### config.mk
export PLATFORM = sky130hd
export DESIGN_NAME = lcm_unit_top
export DESIGN_NICKNAME = d
export VERILOG_FILES = /design/src/rtl/lcmu_pkg.sv /design/src/rtl/lcm_unit_top.sv /design/src/rtl/lcmu_core.sv
export SDC_FILE = /design/constraint.sdc
export NUM_CORES = 1
export LEC_CHECK = 0
export BUFFER_PORTS_ARGS = -buffer_cell sky130_fd_sc_hd__buf_2
export CORE_MARGIN = 1.5
export CORE_UTILIZATION = 40
export CTS_BUF_LIST = sky130_fd_sc_hd__clkbuf_8
export CTS_CLUSTER_DIAMETER = 30
export DETAILED_ROUTE_END_ITERATION = 12
export GPL_TIMING_DRIVEN = 0
export PLACE_DENSITY = 0.53
export SLEW_MARGIN = 30
export SYNTH_ARGS = -nofsm -noshare
export SYNTH_HDL_FRONTEND = slang
export SYNTH_SLANG_ARGS = --single-unit
### constraint.sdc
create_clock -name i_clk -period 7.6 [get_ports i_clk]
set_clock_uncertainty 0.15 [all_clocks]
set_input_delay 0.38 -clock i_clk [delete_from_list [all_inputs] [get_ports i_clk]]
set_output_delay 0.38 -clock i_clk [all_outputs]
set_load 0.1 [all_outputs]
### src/rtl/lcmu_pkg.sv
// lcmu_pkg: shared types and field widths for the least common multiple unit.
// Used by lcmu_core, lcm_unit_top and lcm_unit_top_tb; depends on nothing else.

package lcmu_pkg;

    // Widths of the stream fields
    localparam int unsigned OPERAND_FIELD_W = 16;
    localparam int unsigned RESULT_FIELD_W  = 32;
    localparam int unsigned S_TDATA_W       = 2 * OPERAND_FIELD_W;
    localparam int unsigned M_TDATA_W       = RESULT_FIELD_W;

    // Control from the stream shell to the core
    typedef struct packed {
        logic start;   // operands are valid this cycle, begin a new word
        logic take;    // output register can accept the finished result
    } t_core_ctl;

    // Status from the core to the stream shell
    typedef struct packed {
        logic idle;    // core waits for operands
        logic done;    // result is held and waiting to be taken
    } t_core_stat;

endpackage

### src/rtl/lcm_unit_top.sv
// lcm_unit_top: stream shell around lcmu_core with an output register.
// Depends on lcmu_pkg and lcmu_core.
//
// Usage:
//   Slave channel carries one word of two operands: first_operand in
//   tdata[15:0], second_operand in tdata[31:16]. Only the low
//   min(OPERAND_WIDTH, 16) bits of each operand are used.
//   Master channel returns one word per input word: lcm_value in tdata[31:0],
//   zero when either operand is zero.
//   Processing: the core does one GCD, divide or multiply step per cycle on
//   the shared add/subtract unit. A zero operand goes straight to done.
//   Throughput: one word at a time; tready is high only while the core idles.
//   A finished result waits in the output register, so the next word is
//   accepted while it waits. If the receiver stalls with the register full,
//   the core holds its result and accepts nothing more.
//   Reset (synchronous, active low) empties the output register and returns
//   the core to idle.

module lcm_unit_top #(
    parameter int unsigned OPERAND_WIDTH = 16
) (
    input  logic                              i_clk,
    input  logic                              i_rst_n,
    input  logic                              i_s_axis_tvalid,
    output logic                              o_s_axis_tready,
    // [15:0] first_operand, [31:16] second_operand
    input  logic [lcmu_pkg::S_TDATA_W-1:0]    i_s_axis_tdata,
    output logic                              o_m_axis_tvalid,
    input  logic                              i_m_axis_tready,
    // [31:0] lcm_value
    output logic [lcmu_pkg::M_TDATA_W-1:0]    o_m_axis_tdata
);
    import lcmu_pkg::*;

    localparam int unsigned EW = (OPERAND_WIDTH < OPERAND_FIELD_W) ?
                                 OPERAND_WIDTH : OPERAND_FIELD_W;

    t_core_ctl                 core_ctl;
    t_core_stat                core_stat;
    logic [2*EW-1:0]           core_result;
    logic                      r_out_valid;
    logic [M_TDATA_W-1:0]      r_out_data;
    logic                      out_free;

    // Accept operands only while the core idles
    assign o_s_axis_tready = core_stat.idle;
    assign out_free        = !r_out_valid || i_m_axis_tready;
    assign core_ctl.start  = i_s_axis_tvalid && core_stat.idle;
    assign core_ctl.take   = out_free;

    lcmu_core #(
        .EW (EW)
    ) u_core (
        .i_clk    (i_clk),
        .i_rst_n  (i_rst_n),
        .i_ctl    (core_ctl),
        .i_opa    (i_s_axis_tdata[EW-1:0]),
        .i_opb    (i_s_axis_tdata[OPERAND_FIELD_W+EW-1:OPERAND_FIELD_W]),
        .o_stat   (core_stat),
        .o_result (core_result)
    );

    // Output register: load a finished result, drop it once taken
    always_ff @(posedge i_clk) begin
        if (!i_rst_n) begin
            r_out_valid <= 1'b0;
        end else if (core_stat.done && out_free) begin
            r_out_valid <= 1'b1;
        end else if (i_m_axis_tready) begin
            r_out_valid <= 1'b0;
        end
    end

    always_ff @(posedge i_clk) begin
        if (core_stat.done && out_free) begin
            r_out_data <= M_TDATA_W'(core_result);
        end
    end

    assign o_m_axis_tvalid = r_out_valid;
    assign o_m_axis_tdata  = r_out_data;

endmodule

### src/rtl/lcmu_core.sv
// lcmu_core: sequencer and shared add/subtract unit that computes lcm(a, b).
// Binary GCD, restoring divide a / g, then shift-add multiply by b.
// Depends on lcmu_pkg.

module lcmu_core #(
    parameter int unsigned EW = 16
) (
    input  logic                i_clk,
    input  logic                i_rst_n,
    input  lcmu_pkg::t_core_ctl i_ctl,
    input  logic [EW-1:0]       i_opa,
    input  logic [EW-1:0]       i_opb,
    output lcmu_pkg::t_core_stat o_stat,
    output logic [2*EW-1:0]     o_result
);
    import lcmu_pkg::*;

    localparam int unsigned CW = $clog2(EW);

    typedef enum logic [5:0] {
        S_IDLE  = 6'b000001,
        S_STRIP = 6'b000010,
        S_GCD   = 6'b000100,
        S_DIV   = 6'b001000,
        S_MUL   = 6'b010000,
        S_DONE  = 6'b100000
    } t_state;

    t_state        r_state, n_state;
    logic [EW-1:0] r_x, n_x;       // GCD operand a, then remainder, then product high half
    logic [EW-1:0] r_y, n_y;       // GCD operand b, then the divisor g
    logic [EW-1:0] r_lo, n_lo;     // dividend/quotient, then product low half
    logic [EW-1:0] r_opa, n_opa;
    logic [EW-1:0] r_opb, n_opb;
    logic [CW-1:0] r_k, n_k;       // common factors of two stripped
    logic [CW-1:0] r_cnt, n_cnt;   // step counter for divide and multiply

    // Shared add/subtract unit
    logic [EW:0] u_x, u_y, u_sum;
    logic        u_sub;
    logic        u_borrow;

    always_comb begin
        u_x   = '0;
        u_y   = '0;
        u_sub = 1'b1;
        unique case (r_state)
            S_GCD: begin
                u_x = {1'b0, r_x};
                u_y = {1'b0, r_y};
            end
            S_DIV: begin
                u_x = {r_x, r_lo[EW-1]};
                u_y = {1'b0, r_y};
            end
            S_MUL: begin
                u_x   = {1'b0, r_x};
                u_y   = {1'b0, r_opb};
                u_sub = 1'b0;
            end
            default: begin
                u_sub = 1'b1;
            end
        endcase
    end

    assign u_sum    = u_x + (u_sub ? ~u_y : u_y) + {{EW{1'b0}}, u_sub};
    assign u_borrow = u_sum[EW];

    // Sequencer
    always_comb begin
        logic [EW:0] mul_s;
        n_state = r_state;
        n_x     = r_x;
        n_y     = r_y;
        n_lo    = r_lo;
        n_opa   = r_opa;
        n_opb   = r_opb;
        n_k     = r_k;
        n_cnt   = r_cnt;
        mul_s   = r_lo[0] ? u_sum : {1'b0, r_x};
        unique case (r_state)
            S_IDLE: begin
                if (i_ctl.start) begin
                    n_x   = i_opa;
                    n_y   = i_opb;
                    n_opa = i_opa;
                    n_opb = i_opb;
                    n_k   = '0;
                    if (i_opa == '0 || i_opb == '0) begin
                        // zero operand gives a zero multiple
                        n_x     = '0;
                        n_lo    = '0;
                        n_state = S_DONE;
                    end else begin
                        n_state = S_STRIP;
                    end
                end
            end
            S_STRIP: begin
                // drop common factors of two, count them in k
                if (r_x[0] || r_y[0]) begin
                    n_state = S_GCD;
                end else begin
                    n_x = r_x >> 1;
                    n_y = r_y >> 1;
                    n_k = r_k + CW'(1);
                end
            end
            S_GCD: begin
                if (!r_x[0]) begin
                    n_x = r_x >> 1;
                end else if (!r_y[0]) begin
                    n_y = r_y >> 1;
                end else if (u_sum[EW-1:0] == '0) begin
                    // equal odd parts: g is that value times 2^k
                    n_y     = r_x << r_k;
                    n_x     = '0;
                    n_lo    = r_opa;
                    n_cnt   = CW'(EW - 1);
                    n_state = S_DIV;
                end else if (u_borrow) begin
                    n_x = r_y;
                    n_y = r_x;
                end else begin
                    n_x = u_sum[EW-1:0] >> 1;
                end
            end
            S_DIV: begin
                // restoring step: one quotient bit per cycle
                n_x   = u_borrow ? u_x[EW-1:0] : u_sum[EW-1:0];
                n_lo  = {r_lo[EW-2:0], ~u_borrow};
                n_cnt = r_cnt - CW'(1);
                if (r_cnt == '0) begin
                    n_x     = '0;
                    n_cnt   = CW'(EW - 1);
                    n_state = S_MUL;
                end
            end
            S_MUL: begin
                // shift-add step: add b when the low multiplier bit is set
                n_x   = mul_s[EW:1];
                n_lo  = {mul_s[0], r_lo[EW-1:1]};
                n_cnt = r_cnt - CW'(1);
                if (r_cnt == '0) begin
                    n_state = S_DONE;
                end
            end
            S_DONE: begin
                if (i_ctl.take) begin
                    n_state = S_IDLE;
                end
            end
            default: begin
                n_state = S_IDLE;
            end
        endcase
    end

    // State register
    always_ff @(posedge i_clk) begin
        if (!i_rst_n) begin
            r_state <= S_IDLE;
        end else begin
            r_state <= n_state;
        end
    end

    // Datapath registers
    always_ff @(posedge i_clk) begin
        r_x   <= n_x;
        r_y   <= n_y;
        r_lo  <= n_lo;
        r_opa <= n_opa;
        r_opb <= n_opb;
        r_k   <= n_k;
        r_cnt <= n_cnt;
    end

    assign o_stat.idle = (r_state == S_IDLE);
    assign o_stat.done = (r_state == S_DONE);
    assign o_result    = {r_x, r_lo};

    // Checks
    a_start_idle: assert property (@(posedge i_clk) disable iff (!i_rst_n)
        i_ctl.start |-> r_state == S_IDLE)
        else $error("start while core busy");

    a_div_nonzero: assert property (@(posedge i_clk) disable iff (!i_rst_n)
        r_state == S_DIV |-> r_y != '0)
        else $error("divide by zero gcd");

    a_rem_below: assert property (@(posedge i_clk) disable iff (!i_rst_n)
        r_state == S_DIV |-> r_x < r_y)
        else $error("remainder not below divisor");

    a_done_hold: assert property (@(posedge i_clk) disable iff (!i_rst_n)
        (r_state == S_DONE && !i_ctl.take) |=> r_state == S_DONE)
        else $error("result dropped before taken");

endmodule

[Yosys cells after proc, flatten, opt, wreduce, memory -nomap -nowiden]
Index checks and enable logic that the tools add are counted.
Operators by class
  add/subtract/negate cells: 4
  eq/ne operators: 18
  shift-type cells: 1
  muxes and demuxes: 48
  bitwise logic cells: 2
  reduce and logical (&&, ||, !) cells: 27
Operators by type and width (count)
  $mux 16: 20
  $pmux 16 s5: 1
  $pmux 16 s4: 1
  $mux 6: 9
  $logic_not 16->1: 3
  $pmux 16 s3: 1
  $pmux 6 s6: 1
  $mux 17: 2
  $pmux 17 s2: 1
  $pmux 16 s2: 1
  $mux 4: 6
  $ne 2x1->1 const B: 9
  $add 17x1->17: 1
  $add 17x17->17: 1
  $not 16->17: 1
  $shl 16x4->16: 1
  $pmux 4 s3: 1
  $reduce_and 4->1: 3
  $pmux 4 s2: 1
  $reduce_and 8->1: 1
  $eq 6x1->1 const B: 1
  $eq 6x2->1 const B: 1
  $eq 6x3->1 const B: 1
  $eq 6x4->1 const B: 1
  other kinds (22): 31
Word-level totals
  flip-flop bits (word level): 127
  input bits: 36
  output and inout port bits: 34

[Logic depth before layout (Yosys ltp)]
Gate-level depths: netlist (run 1).
  depth in word-level cells: 12
  mapped depth: 19
  mapped depth without buffers: 15

[Modules after synthesis]
From an unflattened synthesis (run 1), not the netlist that was laid out.
Second synthesis, totals
  cell total of the unflattened synthesis: 743
  area total of the unflattened synthesis: 7815.0 µm²
Modules (own cells, without submodules)
  lcmu_core: times used 1, cells each 705, area an instance 6790.3 µm², sequential area each 2762.6 µm²
  lcm_unit_top: times used 1, cells each 38, area an instance 1024.7 µm², sequential area each 980.9 µm²

[Worst setup path after synthesis (run 1)]
Ideal clock, no wire load.
  path kind: flip-flop to flip-flop
  from: register u_core.r_state[0]
  to: register u_core.r_y[10], enable pin
  arrival time: 5473 ps
  data required time: 7040 ps
  slack: 1567 ps
  cell stages (with the launch flop): 18
  path buffers: 5
  period minus slack after synthesis: 6033 ps
  cells stage by stage: dfxtp_1 or4_1 buf_2 nor2_1 clkbuf_1 clkbuf_1 a22o_1 ha_1 nor2b_1 o31a_1 o21ai_0 o211ai_1 o31ai_1 xnor2_1 or4_1 clkbuf_1 buf_6 a21boi_0
Between the ends
  longest elaborated chain between the ends: 10
  elaborated cells between the ends (all ways): 22
Ends and longest elaborated chain
  start: declaration: RTL line lcmu_core.sv:29  | t_state r_state, n_state;
  start signal: assignment: RTL line lcmu_core.sv:165  | r_state <= n_state;
  $eq 6x3->1 / $eq 6x4->1 (equally long branches): RTL line lcmu_core.sv:47, lcmu_core.sv:82
  $reduce_or 2->1 (no source line)
  $pmux 16 s2: RTL line lcmu_core.sv:47  | unique case (r_state)
  $not 16->17: RTL line lcmu_core.sv:67  | assign u_sum = u_x + (u_sub ? ~u_y : u_y) + {{EW{1'b0}}, u_sub};
  $mux 17: RTL line lcmu_core.sv:67
  $add 17x17->17: RTL line lcmu_core.sv:67
  $add 17x1->17: RTL line lcmu_core.sv:67
  $logic_not 16->1: RTL line lcmu_core.sv:115  | end else if (u_sum[EW-1:0] == '0) begin
  $ne 4x4->1 (no source line)
  $reduce_and 5->1 (no source line) (*)
  end signal: assignment: RTL line lcmu_core.sv:172  | r_y <= n_y;
  end: declaration: RTL line lcmu_core.sv:31  | logic [EW-1:0] r_y, n_y;
Every way passes the cells marked *; elsewhere a longest branch is shown, timed or not.
A chain may end at the register's enable or synchronous reset.

[Worst setup path after layout (run 1)]
  from: register u_core.r_state[0]
  to: register u_core.r_lo[0], enable pin
Between the ends
  longest elaborated chain between the ends: 10
  elaborated cells between the ends (all ways): 22
Ends and longest elaborated chain
  $eq 6x3->1 / $eq 6x4->1 (equally long branches): RTL line lcmu_core.sv:47, lcmu_core.sv:82
  $reduce_or 2->1 (no source line)
  $pmux 16 s2: RTL line lcmu_core.sv:47
  $not 16->17: RTL line lcmu_core.sv:67
  $mux 17: RTL line lcmu_core.sv:67
  $add 17x17->17: RTL line lcmu_core.sv:67
  $add 17x1->17: RTL line lcmu_core.sv:67
  $logic_not 16->1: RTL line lcmu_core.sv:115
  $ne 2x1->1 (no source line)
  $reduce_and 6->1 (no source line) (*)
  end signal: assignment: RTL line lcmu_core.sv:173  | r_lo <= n_lo;
  end: declaration: RTL line lcmu_core.sv:32  | logic [EW-1:0] r_lo, n_lo;
Marked as above.

==> results of run 1 <==
==> metal layers <==
layer  vias up  global-route usage, %  part of all wire, %
met5         -                      0                    0
met4         0                   9.38                  2.7
met3        49                   4.62                  7.6
met2       327                   42.3                   47
met1      3286                   34.6                   42
li1       3075                      -                    -
==> cell usage in the layout (no fill, tap or decap), drive strengths merged, types with 4 or more instances in the layout <==
cell | netlist | layout
a211oi | 10 | 10
a21o | 4 | 4
a21oi | 50 | 50
a222oi | 27 | 27
a22o | 14 | 14
a22oi | 20 | 20
a31oi | 4 | 4
and2 | 16 | 16
buf | 9 | 81
clkbuf | 36 | 53
clkinvlp | 0 | 4
dfxtp | 7 | 7
dlygate4sd3 | 0 | 10
edfxtp | 120 | 120
ha | 17 | 17
inv | 35 | 44
mux2i | 43 | 43
nand2 | 40 | 40
nand2b | 11 | 11
nand3 | 11 | 11
nand4 | 5 | 5
nor2 | 56 | 56
nor2b | 9 | 9
nor3 | 8 | 8
nor4 | 12 | 12
o211ai | 8 | 8
o21a | 7 | 7
o21ai | 55 | 55
o21bai | 8 | 8
o22ai | 5 | 5
o311ai | 8 | 8
o31a | 5 | 5
o31ai | 5 | 5
or2 | 4 | 4
or3 | 4 | 4
or4 | 5 | 5
xnor2 | 10 | 10
xor2 | 7 | 7
==> sequential cells by signal, indices dropped and copies added (netlist names) <==
register / cells
o_m_axis_tdata: 32
u_core.r_lo: 16
u_core.r_opa: 16
u_core.r_opb: 16
u_core.r_x: 16
u_core.r_y: 16
u_core.r_state: 6
u_core.r_cnt: 4
u_core.r_k: 4
o_m_axis_tvalid: 1
==> worst max path at each step <==
stage,depth (start not counted),end
after floorplan,17,u_core.r_y[10]
after global placement,17,u_core.r_y[14]
after detailed placement,19,u_core.r_lo[4]
after CTS,19,u_core.r_lo[0]
after global routing,19,u_core.r_lo[11]
final,19,u_core.r_lo[0]
==> timing repair <==
item                      in CTS  in global routing
hold buffers                   8                  2
hold endpoints to repair       8                  2
resized for setup              0                  0
setup buffers                  0                  0
==> metrics by stage <==
step | cells | worst slack [ns] | cell area, sq um | util, % | hold WS (ns)
6_report | 1080 | 0.884 | 8830 | 47.2 | 0.0317
5_1_grt | 1080 | 0.546 | 8830 | 47.2 | 0.00182
4_1_cts | 1078 | 0.995 | 8810 | 47.1 | 0.00927
3_5_place_dp | 1038 | 1.05 | 8360 | 44.7 | 0.322
3_3_place_gp | 1035 | 0.0757 | 8290 | 44.3 | 0.334
2_1_floorplan | 732 | 1.57 | 7650 | - | 0.299
==> logic make-up (layout without fill, tap and decap cells) <==
group / after synthesis / in the layout / share of synthesized area, %
AOI/OAI and AO/OA: 251 / 251 / 22.8
adders and majority gates: 18 / 18 / 3.04
muxes: 48 / 48 / 6.65
xor gates and xnor gates: 17 / 17 / 1.95
DFF: 127 / 127 / 48.9
buffers and inverters: 80 / 194 / 4.10
and+or+nand+nor: 191 / 191 / 12.6
==> final cells by class <==
| type | instances | area, sq um |
|---|---|---|
| timing repair buffer | 82 | 488 |
| clock inverter | 15 | 141 |
| inverter | 35 | 131 |
| sequential | 127 | 3740 |
| clock buffer | 17 | 234 |
| multi-input combinational | 525 | 3620 |
| buffer | 45 | 183 |
| fill | 1783 | 9870 |
| tap | 234 | 293 |
==> power breakdown <==
group / internal (mW) / leakage [nW] / total [mW] / switching [mW]
Clock: 0.241 / 0.179 / 0.568 / 0.327
Combinational: 0.306 / 2.01 / 0.814 / 0.508
Sequential: 0.891 / 1.19 / 1.02 / 0.128
==> flow_metrics.py, run 1 <==
metrics = {
    "route": {
        "vias_per_cell": 6.24,
        "drt_iter0_drc": 820,
        "drc_errors": 0,
        "firstDrtPassIters": 7,
        "vias": 6737,
        "wl_per_cell_um": 23.5,
        "routed_wl_mm": 25.4,
        "ant_nets": 0,
    },
    "clock_network": {
        "cts_root_buf": "clkbuf_8",
        "clock_latency_ns": 0.44,
        "tritoncts": "yes",
        "h-tree-depth": 4,
        "max-clock-path-buffers": 2,
        "clock-sinks": 127,
        "numCtsBuffers": 17,
        "clkSlewWorstSetupHoldPaths_ns": 0.08,
    },
    "hold_path": {
        "min_path_type": "primary input to flip-flop",
        "hold_depth": 1,
        "whs_endpoint": "u_core.r_opb[6]",
        "hp-start": "i_s_axis_tdata[22]",
    },
    "logic_synthesis": {
        "synth_top_area_share_pct": 47.1,
        "yosys_warnings": 0,
        "ys.flop_type": "edfxtp_1",
        "ys_types": 67,
        "netlist_area_sq_um": 7650,
        "ys_top_cells_by_area": "edfxtp_1 (47%), mux2i_1 (5.6%), a222oi_1 (3.5%)",
        "yosysSeqAreaShare_pct": 48.9,
        "yosysMostFrequentCell": "edfxtp_1",
        "synth_seq_cells": 127,
        "syn_nets": 786,
        "synth_area_per_cell_sq_um": 10.5,
        "synth_edf_count": 120,
        "async_flop_share_pct": 0,
        "synth_top_cell_by_area": "edfxtp_1",
        "synthCells": 732,
        "netlist_top_cells_count": "edfxtp_1 (120), nor2_1 (55), a21oi_1 (50)",
    },
    "die": {
        "placeableCoreArea_sq_um": 18700,
        "die_h_um": 141,
        "die_width_um": 141,
        "io-pin-count": 70,
        "row_count": 50,
        "die_area_sq_um": 20000,
        "initial_core_util_pct": 40.9,
    },
    "sta": {
        "min_period_ns": 6.72,
        "setup_tns_ns": 0,
        "finalSetupViolCount": 0,
        "max_slew_margin_pct": 39.3,
        "hold_viol": 0,
        "min_period_over_period_pct": 88.4,
        "max_freq_mhz": 149,
        "slew_violations": 0,
        "worst_pin_slew_ns": 0.910,
        "rsz0062_at_grt": "no",
    },
    "finish": {
        "fin_nets": 887,
        "drive_gt1_share_pct": 14.8,
        "syn_to_final_growth_pct": 15.4,
        "insertedDiodeCount": 0,
    },
    "global_routing": {
        "overflow": 0,
        "first_global_vias": 6588,
        "grt_pass1_wl_mm": 38.7,
        "grt_util_all_layers_pct": 25.9,
        "antenna_found_initial": 0,
        "grt_max_degree": 34,
    },
    "critical_path": {
        "path_common_cell": "clkbuf_1",
        "worst_path_dominant_cell_family": "compound AO/OA/AOI/OAI gates",
        "cp.buffers_inverters": 6,
        "cp.arrival_ns": 6.70,
        "required_ns": 7.58,
        "cp_slowest_cell": "or4_1",
        "r2r-start": "u_core.r_state[0]",
        "start_kind": "flip-flop",
        "cp_cell_sequence": "or4_1 -> buf_2 -> nor2_1 -> clkbuf_1 -> clkbuf_1 -> a22o_1 -> ha_1 -> nor2b_1 -> o31a_1 -> o21ai_0 -> o211ai_1 -> o31ai_1 -> xnor2_1 -> or4_1 -> clkbuf_1 -> buf_6 -> nor2_4 -> a2bb2oi_2 -> buf_4",
        "cp_max_fo": 12,
        "startpoint": "u_core.r_state[0]",
        "ff2ff_setup_slack_ns": 0.88,
        "worst_path_largest_cell_delay_ns": 0.60,
        "crit_path_end_kind": "flip-flop",
        "rr_endpoint": "u_core.r_lo[0]",
        "crit_type": "flip-flop to flip-flop",
        "reg2reg_depth": 19,
    },
    "pwr": {
        "powerDensity_nw_per_um2": 272,
        "p_total_mw": 2.40,
        "vdd_drop_max_mv": 0.152,
        "p_leak_nw": 3.37,
    },
    "place": {
        "port_buffers": 69,
        "place_congestion": 0.957,
        "dp_hpwl_mm": 19.7,
    },
    "run": {
        "cap_violations": 0,
    },
    "run_status": {
        "run_status": "complete, no violations",
    },
}
Note: power is estimated with default switching activity, not from simulation.
==> run 2, diff against run 1 <==
--- a/config.mk
+++ b/config.mk
@@ -6,13 +6,15 @@
 export NUM_CORES = 1
 export LEC_CHECK = 0
 export BUFFER_PORTS_ARGS = -buffer_cell sky130_fd_sc_hd__buf_2
+export CELL_PAD_IN_SITES_DETAIL_PLACEMENT = 1
+export CELL_PAD_IN_SITES_GLOBAL_PLACEMENT = 1
 export CORE_MARGIN = 1.5
 export CORE_UTILIZATION = 40
-export CTS_BUF_LIST = sky130_fd_sc_hd__clkbuf_8
 export CTS_CLUSTER_DIAMETER = 30
+export CTS_CLUSTER_SIZE = 30
 export DETAILED_ROUTE_END_ITERATION = 12
 export GPL_TIMING_DRIVEN = 0
-export PLACE_DENSITY = 0.53
+export PLACE_DENSITY = 0.65
 export SLEW_MARGIN = 30
 export SYNTH_ARGS = -nofsm -noshare
 export SYNTH_HDL_FRONTEND = slang
==> run 2 against run 1 <==
Design area rose by 1.2%; sequential share of layout area decreased by 0.50 points; highest routed layer unchanged; largest power group unchanged; hold slack lost 0.016 ns.
==> flow_metrics.py, run 2 (same netlist as run 1, synthesis figures left out) <==
metrics = {
    "critical_path": {
        "cp_cell_sequence": "or4_1 -> buf_2 -> nor2_1 -> clkbuf_1 -> clkbuf_1 -> a22o_1 -> ha_1 -> a21oi_1 -> o31ai_1 -> a221oi_1 -> o21ai_0 -> nand3_1 -> nand4_1 -> or4_1 -> clkbuf_1 -> buf_6 -> nor2_4 -> a2bb2oi_2 -> buf_4",
        "crit_path_end_kind": "flip-flop",
        "cp_max_fo": 12,
        "cp.depth": 19,
        "crit_type": "flip-flop to flip-flop",
        "cp.buffers_inverters": 6,
        "path_common_cell": "clkbuf_1",
        "worst_path_dominant_cell_family": "compound AO/OA/AOI/OAI gates",
        "cp.arrival_ns": 6.94,
        "reg2reg_depth": 19,
        "required_ns": 7.56,
        "worst_path_largest_cell_delay_ns": 0.70,
        "cp_slowest_cell": "a221oi_1",
        "start_kind": "flip-flop",
    },
    "route": {
        "routed-wl-met3_mm": 1.15,
        "wl_per_cell_um": 24.0,
        "met1_length_mm": 10.9,
        "route.top_layer_used": "met4",
        "vias_per_cell": 6.08,
        "firstDrtPassIters": 8,
        "routed_wl_mm": 25.7,
        "met2_length_mm": 12.9,
        "vias": 6511,
        "drc_errors": 0,
        "ant_nets": 0,
        "drt_iter0_drc": 444,
    },
    "die": {
        "die_area_sq_um": 20000,
        "initial_core_util_pct": 40.9,
        "die_width_um": 141,
        "die_h_um": 141,
        "row_count": 50,
        "placeableCoreArea_sq_um": 18700,
        "io-pin-count": 70,
    },
    "pwr": {
        "powerDensity_nw_per_um2": 293,
        "p_total_mw": 2.62,
        "vdd_drop_max_mv": 0.154,
        "p_leak_nw": 3.43,
    },
    "finish": {
        "stdcell_area_sq_um": 8940,
        "layout_commonest_cell": "edfxtp_1",
        "drive_gt1_share_pct": 15.1,
        "largest_reg_flops": 32,
        "fin_nets": 878,
        "syn_to_final_growth_pct": 16.8,
        "insertedDiodeCount": 0,
        "final_util_pct": 47.8,
        "final_cell_mix": "edfxtp_1 (120), buf_2 (71), nor2_1 (55)",
    },
    "sta": {
        "rsz0062_at_grt": "no",
        "min_period_ns": 6.97,
        "finalSetupViolCount": 0,
        "hold_viol": 0,
        "max_freq_mhz": 143,
        "max_slew_margin_pct": 38.6,
        "worst_pin_slew_ns": 0.918,
        "holdWs_ns": 0.0157,
        "slew_violations": 0,
        "min_period_over_period_pct": 91.8,
    },
    "clock_network": {
        "tritoncts": "yes",
        "postCtsSetupBuffers": 0,
        "numCtsBuffers": 17,
        "clock_latency_ns": 0.42,
        "cts-resized-gates": 0,
        "cts_root_buf": "clkbuf_16",
        "clkSlewWorstSetupHoldPaths_ns": 0.06,
        "h-tree-depth": 4,
        "clock-sinks": 127,
        "cts_hold_buf": 0,
        "max-clock-path-buffers": 2,
    },
    "global_routing": {
        "first_global_vias": 6900,
        "overflow": 0,
        "grt_util_all_layers_pct": 26.6,
        "grt_max_degree": 34,
        "grt_pass1_wl_mm": 39.6,
        "antenna_found_initial": 0,
    },
    "hold_path": {
        "hold_depth": 1,
        "min_path_type": "primary input to flip-flop",
    },
    "place": {
        "port_buffers": 69,
        "dp_hpwl_mm": 20.6,
        "place_congestion": 0.943,
        "postPlaceCellArea_sq_um": 8360,
    },
    "run": {
        "cap_violations": 0,
    },
    "run_status": {
        "run_status": "complete, no violations",
    },
}
-- run 2: changes by cell type in the layout (fill, tap and decap cells not counted), moves of 2 or more --
cell,change
clkbuf_8,-17
dlygate4sd3_1,-10
clkinv_4,+2
clkbuf_16,+17
-- run 2: worst register-to-register path, cell delays in order (launching register included) --
cell       delay (ns)
dfxtp_1          0.35
or4_1            0.52
buf_2            0.18
nor2_1           0.29
clkbuf_1         0.48
clkbuf_1         0.47
a22o_1           0.26
ha_1             0.28
a21oi_1          0.43
o31ai_1          0.23
a221oi_1         0.70
o21ai_0          0.24
nand3_1          0.21
nand4_1          0.14
or4_1            0.50
clkbuf_1         0.20
buf_6            0.20
nor2_4           0.17
a2bb2oi_2        0.37
buf_4            0.30
-- run 2: path summary, 6_finish.rpt --
check | slack [ns] | endpoint | startpoint
worst min-delay path | 0.02 | u_core.r_opb[15] | i_s_axis_tdata[31]
worst min register to register | 0.34 | o_m_axis_tdata[7] | u_core.r_lo[7]
worst max-delay path | 0.63 | u_core.r_lo[9] | u_core.r_state[0]
worst max register to register | 0.63 | u_core.r_lo[9] | u_core.r_state[0]
-- run 2: metal layers --
layer  vias to the layer above  global-route usage [%]
met3                        48                    3.48
met4                         0                    11.2
met1                      3193                    33.3
li1                       3067                       -
met2                       203                    46.5
met5                         -                       0
-- run 2: power by group --
part           internal (mW)  total (mW)  switching, mW
clock network          0.460       0.798          0.339
registers              0.892        1.01          0.121
logic                  0.303       0.811          0.508
total                   1.65        2.62          0.968
-- run 2: final cells by class --
cell class	count	area, sq um
fill	2073	9770
sequential	127	3740
multi-input combinational	525	3620
clock buffer	17	425
timing repair buffer	73	393
tap	234	293
buffer	45	183
clock inverter	15	150
inverter	35	131
-- run 2: per-stage QoR --
stage                     instances  worst slack, ns  setup TNS [ns]
after floorplan                 732             1.57               0
after global placement         1035           -0.181           -3.21
after detailed placement       1038            0.698               0
after CTS                      1070            0.652               0
after global routing           1071            0.286               0
final                          1071            0.625               0
==> run 3, diff against run 2 <==
--- a/config.mk
+++ b/config.mk
@@ -5,6 +5,7 @@
 export SDC_FILE = /design/constraint.sdc
 export NUM_CORES = 1
 export LEC_CHECK = 0
+export ABC_AREA = 1
 export BUFFER_PORTS_ARGS = -buffer_cell sky130_fd_sc_hd__buf_2
 export CELL_PAD_IN_SITES_DETAIL_PLACEMENT = 1
 export CELL_PAD_IN_SITES_GLOBAL_PLACEMENT = 1
@@ -14,7 +15,7 @@
 export CTS_CLUSTER_SIZE = 30
 export DETAILED_ROUTE_END_ITERATION = 12
 export GPL_TIMING_DRIVEN = 0
-export PLACE_DENSITY = 0.65
+export PLACE_DENSITY = 0.68
 export SLEW_MARGIN = 30
 export SYNTH_ARGS = -nofsm -noshare
 export SYNTH_HDL_FRONTEND = slang
==> run 3 against run 2 <==
Sequential share of layout area shrank 3.5 points; sequential power is 24% higher; non-clock buffer count is 11 higher; combinational power increased to 3.0 times the previous value; global-route usage rose by 3.1 points; critical path depth grew 2; via count rose by 19%; wire length up 20%; power rose by 72%; design area up 9.0%; clock power increased by 5.0%; maximum frequency up 20%; critical path type unchanged; critical endpoint is now u_core.r_lo[3]; largest cell class is now multi-input gates.
==> flow_metrics.py, run 3 <==
metrics = {
    "global_routing": {
        "first_global_vias": 7715,
        "grt_util_all_layers_pct": 29.7,
        "overflow": 0,
        "grt_max_degree": 25,
        "grt_pass1_wl_mm": 47.1,
        "antenna_found_initial": 0,
    },
    "die": {
        "die_width_um": 146,
        "io-pin-count": 70,
        "placeableCoreArea_sq_um": 20200,
        "initial_core_util_pct": 40.7,
        "die_h_um": 146,
        "die_area_sq_um": 21400,
        "row_count": 52,
    },
    "logic_synthesis": {
        "yosys_warnings": 0,
        "ys_top_cells_by_area": "edfxtp_1 (44%), nand2_1 (9.7%), inv_1 (6.6%)",
        "synthCells": 1002,
        "yosysMostFrequentCell": "nand2_1",
        "yosysSeqAreaShare_pct": 45.6,
        "netlist_top_cells_count": "nand2_1 (211), inv_1 (145), edfxtp_1 (120)",
        "synth_seq_cells": 127,
        "synth_edf_count": 120,
        "netlist_area_sq_um": 8210,
        "async_flop_share_pct": 0,
        "synth_top_area_share_pct": 43.9,
        "syn_nets": 1056,
        "synth_top_cell_by_area": "edfxtp_1",
        "ys.flop_type": "edfxtp_1",
        "synth_area_per_cell_sq_um": 8.19,
        "ys_types": 52,
    },
    "sta": {
        "min_period_ns": 5.83,
        "min_period_over_period_pct": 76.8,
        "hold_viol": 0,
        "worst_pin_slew_ns": 0.952,
        "finalSetupViolCount": 0,
        "rsz0062_at_grt": "no",
        "setup_tns_ns": 0,
        "max_slew_margin_pct": 36.0,
        "max_freq_mhz": 171,
        "slew_violations": 0,
    },
    "finish": {
        "insertedDiodeCount": 0,
        "fillers": 2479,
        "largest_reg_flops": 32,
        "syn_to_final_growth_pct": 18.7,
        "final_cell_mix": "nand2_1 (211), inv_1 (145), edfxtp_1 (120)",
        "register_area_sq_um": 3740,
        "fin_nets": 1161,
        "drive_gt1_share_pct": 14.9,
        "layout_commonest_cell": "nand2_1",
        "stdcell_area_sq_um": 9740,
        "multi_input_area_sq_um": 3770,
        "final_util_pct": 48.3,
    },
    "pwr": {
        "p_int_mw": 2.15,
        "p_total_mw": 4.52,
        "seqPwrFrac_pct": 27.6,
        "powerDensity_nw_per_um2": 464,
        "p_sw_share_pct": 52.4,
        "p_leak_nw": 4.24,
        "power_frac_comb_pct": 53.8,
        "vdd_drop_max_mv": 0.209,
        "pwr-share-clk_pct": 18.5,
        "switching_power_mw": 2.37,
    },
    "route": {
        "routed_wl_mm": 31.0,
        "drt_iter0_drc": 658,
        "drc_errors": 0,
        "firstDrtPassIters": 5,
        "wl_per_cell_um": 22.3,
        "vias": 7736,
        "ant_nets": 0,
        "vias_per_cell": 5.57,
    },
    "critical_path": {
        "crit_path_end_kind": "flip-flop",
        "cp_max_fo": 11,
        "worst_path_largest_cell_delay_ns": 0.61,
        "crit_type": "flip-flop to flip-flop",
        "cp_cell_sequence": "inv_2 -> nand2_1 -> nor2_4 -> inv_1 -> clkbuf_1 -> buf_1 -> o22ai_1 -> ha_1 -> nand2_1 -> nor3_1 -> nand2_1 -> nand3_1 -> a21boi_0 -> xor2_1 -> nand3_1 -> nor2_1 -> nand3_4 -> nand2_4 -> inv_1 -> nor4_4 -> buf_4",
        "path_common_cell": "nand2_1",
        "cp_slowest_cell": "buf_1",
        "cp.arrival_ns": 5.81,
        "start_kind": "flip-flop",
        "required_ns": 7.58,
    },
    "run_status": {
        "run_status": "complete, no violations",
    },
    "clock_network": {
        "h-tree-depth": 4,
        "clock-sinks": 127,
        "numCtsBuffers": 17,
        "tritoncts": "yes",
        "cts_root_buf": "clkbuf_16",
        "max-clock-path-buffers": 2,
        "clock_latency_ns": 0.43,
        "clkSlewWorstSetupHoldPaths_ns": 0.07,
    },
    "place": {
        "place_congestion": 0.989,
        "dp_hpwl_mm": 24.5,
        "port_buffers": 69,
        "postPlaceCellArea_sq_um": 9030,
    },
    "hold_path": {
        "min_path_type": "primary input to flip-flop",
    },
    "run": {
        "cap_violations": 0,
    },
}
[run 3: cell types whose count changed after synthesis, moves of 30 or more]
cell / change
nand2_1: +171
inv_1: +110
o21ai_0: +41
mux2i_1: -37
nand3_1: +30
[run 3: through the flow]
step	setup WS [ns]	hold WS [ns]	instances
final	1.77	0.0108	1390
after floorplan	2.85	0.271	1002
after global placement	1.10	0.280	1341
after global routing	1.37	0.00106	1390
after detailed placement	1.75	0.286	1346
after CTS	1.71	0.0000429	1389
[run 3: kinds of logic after synthesis]
family	count (synthesis)	synth area share (%)
xor+xnor	10	1.16
flops	127	45.6
compound gates	231	16.8
buf+inv	193	9.22
mux	6	0.732
fa+ha+maj	18	2.84
simple gates	417	23.6
[run 3: critical path: cells and delay by family, from the launching register on]
kind / cells / cell delay [ns]
AO/OA/AOI/OAI: 2 / 0.60
XOR/XNOR: 1 / 0.46
adder cells (fa/ha/maj): 1 / 0.43
buffers and inverters: 6 / 1.66
flip-flops: 1 / 0.38
AND/OR/NAND/NOR: 11 / 1.82
[run 3: final timing paths]
path	startpoint	to	slack, ns	cells past startpoint
worst max register to register	u_core.r_state[2]	u_core.r_lo[3]	1.77	21
worst min register to register	u_core.r_lo[3]	o_m_axis_tdata[3]	0.29	0
worst max-delay path	u_core.r_state[2]	u_core.r_lo[3]	1.77	21
worst min-delay path	i_s_axis_tdata[10]	u_core.r_opa[10]	0.01	1
[run 3: per-layer routing]
layer | GRT usage [%] | part of all wire, % | up-vias
met5 | 0 | 0 | -
met4 | 10.1 | 2.9 | 0
met3 | 4.03 | 4.4 | 34
met2 | 46.5 | 45 | 229
met1 | 42.4 | 48 | 3801
li1 | - | - | 3672
[run 3: what timing repair did]
| item | in CTS | in global routing |
|---|---|---|
| setup endpoints to repair | 0 | 0 |
| hold buffers | 11 | 1 |
| setup buffers | 0 | 0 |
| hold endpoints to repair | 11 | 1 |
| resized for setup | 0 | 0 |
[run 3: power groups by stage]
| stage | Sequential (mW) | Clock, mW | Combinational (mW) |
|---|---|---|---|
| 4_1_cts | 1.24 | 0.847 | 2.39 |
| 2_1_floorplan | 1.17 | 0 | 1.50 |
| 5_1_grt | 1.27 | 0.877 | 2.60 |
| 3_5_place_dp | 1.26 | 0 | 2.37 |
| 6_report | 1.25 | 0.838 | 2.43 |
| 3_3_place_gp | 1.26 | 0 | 2.30 |
[run 3: cell type report]
type | instances | share of cell area [%]
buffer | 43 | 1.98
clock buffer | 17 | 4.37
clock inverter | 15 | 1.72
inverter | 150 | 5.79
multi-input combinational | 682 | 38.7
sequential | 127 | 38.4
tap | 270 | 3.47
timing repair buffer | 86 | 5.55
